<file path="src/design/ictr_pkg.sv">
// ----------------------------------------------------------------------------
// ictr_pkg
// Shared types and constants of the inversion counter: tree size, counter
// and total widths, the stored counter word and the walk controller states.
// ----------------------------------------------------------------------------
`default_nettype none

package ictr_pkg;

  localparam int VALUE_W    = 16;
  localparam int VALUE_BITS = 16;
  localparam int NODE_BITS  = VALUE_BITS + 1;
  localparam int NODE_COUNT = 1 << NODE_BITS;
  localparam int LEVEL_BITS = $clog2(VALUE_BITS);
  localparam int COUNT_BITS = 17;
  localparam int TOTAL_BITS = 32;
  localparam int EPOCH_BITS = 4;

  localparam logic [COUNT_BITS-1:0] COUNT_MAX = '1;
  localparam logic [TOTAL_BITS-1:0] TOTAL_MAX = '1;
  localparam logic [LEVEL_BITS-1:0] LEVEL_LAST = LEVEL_BITS'(VALUE_BITS - 1);

  typedef logic [COUNT_BITS-1:0] count_t;
  typedef logic [TOTAL_BITS-1:0] total_t;
  typedef logic [EPOCH_BITS-1:0] epoch_t;

  typedef struct packed {
    epoch_t epoch;
    count_t count;
  } word_t;

  typedef enum logic [4:0] {
    ST_CLEAR = 5'b00001,
    ST_IDLE  = 5'b00010,
    ST_WALK  = 5'b00100,
    ST_TAIL  = 5'b01000,
    ST_DONE  = 5'b10000
  } state_t;

  typedef struct packed {
    logic idle;
    logic res_valid;
  } walk_status_t;

endpackage

`default_nettype wire

</file>
<file path="src/design/ictr_walk.sv">
// ----------------------------------------------------------------------------
// ictr_walk
// Bit-serial tree walk: shifts the value out one bit per cycle, builds the
// heap node on the fly, accumulates the saturating total and bumps the
// counter on the path. Also runs the clearing pass and the epoch count.
// ----------------------------------------------------------------------------
`default_nettype none

module ictr_walk (
  input  wire logic                                  clk,
  input  wire logic                                  rst,
  input  wire logic                                  start,
  input  wire logic [ictr_pkg::VALUE_BITS-1:0]       value_in,
  input  wire logic                                  final_in,
  input  wire logic                                  take,
  output ictr_pkg::walk_status_t                     status,
  output ictr_pkg::total_t                           total,
  output logic                                       final_out,
  output logic                                       rd_en,
  output logic [ictr_pkg::VALUE_BITS-1:0]            rd_node,
  output ictr_pkg::epoch_t                           epoch,
  input  wire ictr_pkg::count_t                      zero_cnt,
  input  wire ictr_pkg::count_t                      one_cnt,
  output logic                                       wr_en,
  output logic [ictr_pkg::NODE_BITS-1:0]             wr_node,
  output ictr_pkg::word_t                            wr_word
);

  ictr_pkg::state_t                    state;
  logic [ictr_pkg::VALUE_BITS-1:0]     vshift;
  logic [ictr_pkg::VALUE_BITS-1:0]     h;
  logic [ictr_pkg::LEVEL_BITS-1:0]     lvl;
  logic                                p_valid;
  logic                                p_bit;
  logic [ictr_pkg::VALUE_BITS-1:0]     p_h;
  logic [ictr_pkg::NODE_BITS-1:0]      clr_addr;
  ictr_pkg::count_t                    path_cnt;
  ictr_pkg::count_t                    bump_cnt;
  logic [ictr_pkg::TOTAL_BITS:0]       sum;
  ictr_pkg::total_t                    total_next;

  // write stage of the walk
  always_comb begin
    path_cnt = p_bit ? one_cnt : zero_cnt;
    bump_cnt = (path_cnt == ictr_pkg::COUNT_MAX) ? path_cnt : path_cnt + 1'b1;
    sum = {1'b0, total} + {{(ictr_pkg::TOTAL_BITS + 1 - ictr_pkg::COUNT_BITS){1'b0}}, zero_cnt};
    if (!p_bit) begin
      total_next = total;
    end else if (sum[ictr_pkg::TOTAL_BITS]) begin
      total_next = ictr_pkg::TOTAL_MAX;
    end else begin
      total_next = sum[ictr_pkg::TOTAL_BITS-1:0];
    end
  end

  always_ff @(posedge clk) begin
    if (rst) begin
      state    <= ictr_pkg::ST_CLEAR;
      clr_addr <= '0;
      epoch    <= '0;
      p_valid  <= 1'b0;
      total    <= '0;
    end else begin
      p_valid <= (state == ictr_pkg::ST_WALK);
      p_bit   <= vshift[ictr_pkg::VALUE_BITS-1];
      p_h     <= h;
      if (p_valid) begin
        total <= total_next;
      end
      unique case (state)
        ictr_pkg::ST_CLEAR: begin
          clr_addr <= clr_addr + 1'b1;
          if (clr_addr == '1) begin
            state <= ictr_pkg::ST_IDLE;
          end
        end
        ictr_pkg::ST_IDLE: begin
          if (start) begin
            vshift    <= value_in;
            h         <= ictr_pkg::VALUE_BITS'(1);
            lvl       <= '0;
            final_out <= final_in;
            state     <= ictr_pkg::ST_WALK;
          end
        end
        ictr_pkg::ST_WALK: begin
          vshift <= {vshift[ictr_pkg::VALUE_BITS-2:0], 1'b0};
          h      <= {h[ictr_pkg::VALUE_BITS-2:0], vshift[ictr_pkg::VALUE_BITS-1]};
          lvl    <= lvl + 1'b1;
          if (lvl == ictr_pkg::LEVEL_LAST) begin
            state <= ictr_pkg::ST_TAIL;
          end
        end
        ictr_pkg::ST_TAIL: begin
          state <= ictr_pkg::ST_DONE;
        end
        ictr_pkg::ST_DONE: begin
          if (take) begin
            if (final_out) begin
              total <= '0;
              if (epoch == '1) begin
                epoch    <= '0;
                clr_addr <= '0;
                state    <= ictr_pkg::ST_CLEAR;
              end else begin
                epoch <= epoch + 1'b1;
                state <= ictr_pkg::ST_IDLE;
              end
            end else begin
              state <= ictr_pkg::ST_IDLE;
            end
          end
        end
        default: begin
          state <= ictr_pkg::ST_CLEAR;
          clr_addr <= '0;
        end
      endcase
    end
  end

  assign rd_en   = (state == ictr_pkg::ST_WALK);
  assign rd_node = h;

  always_comb begin
    if (state == ictr_pkg::ST_CLEAR) begin
      wr_en   = 1'b1;
      wr_node = clr_addr;
      wr_word = '0;
    end else begin
      wr_en         = p_valid;
      wr_node       = {p_h, p_bit};
      wr_word.epoch = epoch;
      wr_word.count = bump_cnt;
    end
  end

  assign status.idle      = (state == ictr_pkg::ST_IDLE);
  assign status.res_valid = (state == ictr_pkg::ST_DONE);

endmodule

`default_nettype wire
</file>
<file path="config.mk">
export PLATFORM = sky130hd
export DESIGN_NAME = ictr_walk
export DESIGN_NICKNAME = d
export VERILOG_FILES = /design/src/design/ictr_pkg.sv /design/src/design/ictr_walk.sv
export SDC_FILE = /design/constraint.sdc
export NUM_CORES = 1
export LEC_CHECK = 0
export ABC_AREA = 0
export BUFFER_PORTS_ARGS = -buffer_cell sky130_fd_sc_hd__buf_2
export CORE_ASPECT_RATIO = 1.25
export CORE_MARGIN = 2
export CORE_UTILIZATION = 45
export CTS_BUF_LIST = sky130_fd_sc_hd__clkbuf_4 sky130_fd_sc_hd__clkbuf_8
export DETAILED_ROUTE_END_ITERATION = 10
export GPL_ROUTABILITY_DRIVEN = 0
export PLACE_DENSITY = 0.67
export SLEW_MARGIN = 10
export SYNTH_ARGS = -nofsm -noshare
export SYNTH_HDL_FRONTEND = slang
export SYNTH_SLANG_ARGS = --single-unit
</file>
<file path="constraint.sdc">
create_clock -name clk -period 3.9 [get_ports clk]
set_input_delay 0.39 -clock clk [delete_from_list [all_inputs] [get_ports clk]]
set_output_delay 0.39 -clock clk [all_outputs]
set_load 0.01 [all_outputs]
</file>
**Word-level counts from Yosys, hierarchy flattened**

Index checks and enable logic that the tools add are counted.

- Register bits: 113
- Input port bits: 55
- Output and inout port bits: 95
- Logic and storage cells: 69

- $add $sub $neg: 5
- Equality and inequality tests: 15
- Mux-type cells: 29
- Bitwise operators: 2
- Reductions and logical operators: 7

Operators by type and width:

| operator | count |
|---|---|
| 2-to-1 mux 32 bit | 6 |
| 2-to-1 mux 17 bit | 6 |
| case mux 16 bit (2 select lines) | 2 |
| case mux 17 bit (3 select lines) | 1 |
| adder 17 x 1 -> 17 bit (second input constant) | 2 |
| == test 17 bit (second input constant) | 2 |
| adder 32 x 17 -> 33 bit | 1 |
| 2-to-1 mux 16 bit | 2 |
| 2-to-1 mux 5 bit | 5 |
| case mux 5 bit (5 select lines) | 1 |
| 2-to-1 mux 21 bit | 1 |
| AND reduction 3 bit | 3 |
| adder 4 x 1 -> 4 bit (second input constant) | 2 |
| == test 4 bit (second input constant) | 2 |
| 2-to-1 mux 4 bit | 2 |
| case mux 4 bit (2 select lines) | 1 |
| AND reduction 4 bit | 2 |
| != test 2 x 1 -> 1 bit (second input constant) | 3 |
| != test 2 bit (second input constant) | 3 |
| == test 5 x 1 -> 1 bit (second input constant) | 1 |
| == test 5 x 2 -> 1 bit (second input constant) | 1 |
| == test 5 x 3 -> 1 bit (second input constant) | 1 |
| == test 5 x 4 -> 1 bit (second input constant) | 1 |
| == test 5 bit (second input constant) | 1 |
| other kinds (5) | 6 |

**Depth between registers and ports, before layout**

- Depth after elaboration: 7
- Depth in mapped cells: 12

**Least setup slack after synthesis**

No wires, ideal clock.

- Kind: reg-to-reg
- Start: reg state[4]
- End: reg lvl[0] (netlist name), enable pin
- Arrival: 2.894 ns
- Required time: 3.459 ns
- Slack: 0.564 ns
- Cell stages (with the launch flop): 6
- Buffers on the path: 0
- Cell sequence: dfxtp_1 nor2_1 nand2_1 nor3_1 nand2_1 a21oi_1

RTL lines:

| element | line | text |
|---|---|---|
| from (decl) | ictr_walk.sv:29 | `ictr_pkg::state_t state;` |
| from (signal assigned) | ictr_walk.sv:58 | `state <= ictr_pkg::ST_CLEAR;` |
| from (signal assigned) | ictr_walk.sv:74 | `state <= ictr_pkg::ST_IDLE;` |
| from (signal assigned) | ictr_walk.sv:83 | `state <= ictr_pkg::ST_WALK;` |
| to (signal assigned) | ictr_walk.sv:89 | `lvl <= lvl + 1'b1;` |
| to (decl) | ictr_walk.sv:32 | `logic [ictr_pkg::LEVEL_BITS-1:0] lvl;` |

==> results <==
- The flow ran to the end, and the final reports show no timing, DRC or antenna violations.
- The worst setup path is launched from a register.
- Of the synthesized area, sequential elements account for 0.434.
- After detailed placement, the design holds a cell count of ~1000.
- The final hold violation count is 0.
- On the final layout, the worst clock skew is 11.0 ps.
- The average via count per standard cell is 5.59.
- The number of register bits inferred by synthesis is around 110.
- For this run the aggregate overflow at the end of global routing stands at 0.
- The die outline width is 111 um.
- The maximum number of buffers from clock root to sink is 2.
- The clock transition at the registers of the reported paths is about 70 ps.
- The number of levels the H-tree was split into is 4.
- The tightest hold path in the finished design has a slack of around 130 ps.
- The post-synthesis async set-or-reset flop share is 0.
- Entering global routing, the biggest net connects 37 pins.
- The die covers 15300 um^2.
- After clock tree synthesis, the setup repair step added 0 buffers.
- Buffers inserted to repair hold after CTS numbered 0.
- The floorplan step defined a core boundary enclosing 13900 um^2.
- The worst setup path is captured at an output port.
- The post-detailed-route DRC marker count is 0.
- The count of final max-slew check failures came to 0.
- 150 I/O pins were placed.
- The gate count of the mapped netlist is 724.
- The summed instance area of the synthesized netlist is roughly 6500 um^2.
- The insertion delay to the later sink of the worst-skew pair is between 400 and 500 ps.
- The number of flops mapped to enable cells by yosys is 54.
- The initial antenna violation count is 1.
- The family with the most delay on the worst path is compound AO/OA/AOI/OAI gates.
- The floorplan has between 40 and 50 rows.
- The worst pin sits at a relative slew slack of 0.244.
- The power per cell area is between 300 and 400 nW/um^2.
- Along the worst path, the maximum fanout reaches 12.
- The wire length after detailed routing is about 17000 um.
- The category of the most critical setup path is register to output port.
- In this run the worst hold path is classified as primary input to register.
- The critical path goes through clkbuf_4 -> nand3b_1 -> a222oi_1 -> o311a_1 -> nand2_1 -> xor2_1 -> o22ai_1 -> buf_2.
- After routing, the total negative slack on setup checks comes to 0 ps.
- The number of cells in the finished layout apart from fillers is roughly 1100.
- The number of nets at the end of the flow is 950.
- The post-cts repair resize count is 0.
- For this run, the share of the core covered by cells in the final layout is 0.560.
- The number of design-rule violations left by the first detailed-router iteration is 482.
- The number of vias after detailed routing is between 5000 and 6000.
- The number of setup violations in the final report is 0.
- The analysis attributes to cell leakage a power of ~3.4 nW.
- The endpoint arrival time on the critical path is 3300 ps.
- The count of warnings emitted by yosys is 0.
- The number of CTS-inserted buffers is 17.
- The initial core utilization is 0.464.
- The final period utilization is 0.947.
- The synthesis-to-layout area growth is 20.7%.
- The area fraction of the dominant cell type after synthesis is 0.251.
- The average cell area after synthesis is around 9 um^2.
- The actual transition at the worst max-transition pin is between 1000 and 1500 ps.
- The slowest stage cell on the critical path is sky130_fd_sc_hd__a222oi_1.
- For this design, the sink count on the clock tree is ~110.
- After synthesis, the netlist uses 66 different library cells.
- The number of global-route vias before repair came to around 5600.
- Once detail routing completed, the nets flagged for antenna violations numbered 0.
- Max-cap violations in this run came to 0.
- Of the cells placed in the final design, the portion with a size suffix greater than 1 is 0.234.
- Based on the critical path, the design can be clocked at up to 0.271 GHz.
- The total half-perimeter wirelength after legalization and detailed placement is ~13000 um.
- The length of the first detailed-routing pass in iterations is 5.
- The largest area contributor in the netlist is sky130_fd_sc_hd__edfxtp_1.
- The global-route usage over all layers is 0.224.
- For this run, the slowest stage of the critical path takes between 700 and 800 ps.
- Prior to clock tree synthesis, the placed netlist has a worst setup slack of around 700 ps.
- The first-pass GRT wire length is about 28000 um.
- The number of nets in the synthesized netlist is ~800.
- The TritonCTS clock tree is done.
- Across the VDD grid, the largest voltage drop is 0.255 mV.
- The count of buffering cells on the critical path with inverters included is 2.
- The smallest setup slack after layout is around 200 ps.
- The root buffer cell is sky130_fd_sc_hd__clkbuf_8.
- Setup repair after global routing left no endpoint under its margin.
- Measured along the y axis, the die boundary spans between 100 and 150 um.
- Dividing the detail-routed wire length by the instance count gives about 16 um.
- Yosys attributes the largest share of cell area to sky130_fd_sc_hd__edfxtp_1, sky130_fd_sc_hd__dfxtp_1, sky130_fd_sc_hd__nand2_1.
- The endpoint required time on the critical path is ~3500 ps.
- For the finished layout, the period the worst path requires is around 3700 ps.
- The commonest register cell after synthesis is sky130_fd_sc_hd__dfxtp_1.
- Port buffering added roughly 150 buffers.
## worst reg2reg max path, stage by stage (launching register included)
cell and delay, ps:
sky130_fd_sc_hd__dfxtp_1 350, sky130_fd_sc_hd__ha_1 440, sky130_fd_sc_hd__and2_1 190, sky130_fd_sc_hd__a21oi_1 80
sky130_fd_sc_hd__o31a_1 340, sky130_fd_sc_hd__a21oi_1 730, sky130_fd_sc_hd__nor2_1 350, sky130_fd_sc_hd__a221oi_1 370
## cells by family after synthesis
kind of cell             share of synthesized area
buffers and inverters                       0.0287
adder cells (fa/ha/maj)                     0.0457
multiplexers                                0.0337
flip-flops                                   0.434
XOR/XNOR                                    0.0610
AO/OA/AOI/OAI                                0.149
AND/OR/NAND/NOR                              0.248
## registers in the layout, indices dropped and copies added (netlist names)
signal and cells:
epoch 4, rd_node 16, vshift 16, clr_addr 17, state 5, p_valid 1, total 32, lvl 4
p_bit 1, final_out 1, p_h 16
## layout by cell type, fill, tap and decap left out, drive strengths merged, types with 4 or more instances in the layout
cell type | netlist | routed
xor2 | 15 | 15
clkbuf | 17 | 18
a21o | 7 | 7
o21ai | 36 | 36
nand3 | 31 | 31
a21oi | 37 | 37
and3 | 8 | 8
mux2i | 15 | 15
edfxtp | 54 | 54
nand3b | 8 | 8
o2111ai | 4 | 4
inv | 14 | 16
and2 | 33 | 33
clkinv | 0 | 6
a211oi | 17 | 17
nor3 | 21 | 21
dfxtp | 59 | 59
xnor2 | 30 | 30
nand2 | 125 | 125
nand4 | 12 | 12
clkinvlp | 0 | 4
nor2 | 73 | 73
buf | 12 | 157
a31oi | 13 | 13
mux2 | 6 | 6
ha | 22 | 22
## path summary, 6_finish.rpt
kind,startpoint,end,slack (ps),cells after the start
max,p_bit,wr_word[11],210,8
min reg2reg,rd_node[15],p_h[15],450,0
min,final_in,final_out,130,1
max reg2reg,total[11],total[17],960,7
## cell usage after synthesis (3+ instances only)
library cell / instances
sky130_fd_sc_hd__and3_1: 8
sky130_fd_sc_hd__nor2b_1: 3
sky130_fd_sc_hd__buf_2: 7
sky130_fd_sc_hd__a31oi_1: 13
sky130_fd_sc_hd__nand2b_1: 3
sky130_fd_sc_hd__xor2_1: 15
sky130_fd_sc_hd__o21ai_0: 34
sky130_fd_sc_hd__a21o_1: 7
sky130_fd_sc_hd__clkbuf_1: 17
sky130_fd_sc_hd__ha_1: 22
sky130_fd_sc_hd__nor3_1: 19
sky130_fd_sc_hd__nor2_1: 73
sky130_fd_sc_hd__mux2i_1: 15
sky130_fd_sc_hd__dfxtp_1: 59
sky130_fd_sc_hd__xnor2_1: 30
sky130_fd_sc_hd__nand2_1: 125
sky130_fd_sc_hd__o2111ai_1: 4
sky130_fd_sc_hd__and4_1: 3
sky130_fd_sc_hd__buf_1: 3
sky130_fd_sc_hd__nand3_1: 30
sky130_fd_sc_hd__o21a_1: 3
sky130_fd_sc_hd__o21bai_1: 3
sky130_fd_sc_hd__nor4_1: 3
sky130_fd_sc_hd__nand4_1: 11
sky130_fd_sc_hd__mux2_2: 6
sky130_fd_sc_hd__and2_1: 32
sky130_fd_sc_hd__inv_1: 14
sky130_fd_sc_hd__a21oi_1: 37
sky130_fd_sc_hd__a211oi_1: 15
sky130_fd_sc_hd__edfxtp_1: 54
sky130_fd_sc_hd__or3_1: 3
sky130_fd_sc_hd__o31a_1: 3
sky130_fd_sc_hd__nand3b_1: 7
## power breakdown
group	internal, W	leakage, nW	switching (W)
Sequential	0.00125	0.979	0.0000108
Clock	0.000636	0.196	0.000518
Combinational	0.000120	2.22	0.000196
## metal layers
layer / vias up / global-route usage / part of all wire
met2: 258 / 0.379 / 0.48
met1: 2724 / 0.265 / 0.42
li1: 2906 / - / -
met5: - / 0 / 0
met3: 47 / 0.0594 / 0.070
met4: 0 / 0.115 / 0.031
## layout make-up
cell class	instances	area, um^2
flip-flops and latches	113	2800
fillers	1315	6130
multi-input cells	568	3490
inverters	14	52.6
well taps	175	219
diodes	1	2.50
clock inverters	15	185
clock buffers	17	234
repair buffers	158	813
## per-stage QoR
stage               total power, W  cell area, um^2
global route               0.00283             7800
global placement           0.00159             7370
floorplan                  0.00147             6460
detailed placement         0.00160             7370
CTS                        0.00276             7790
finish                     0.00273             7800
Note: power is estimated with default switching activity, not from simulation.
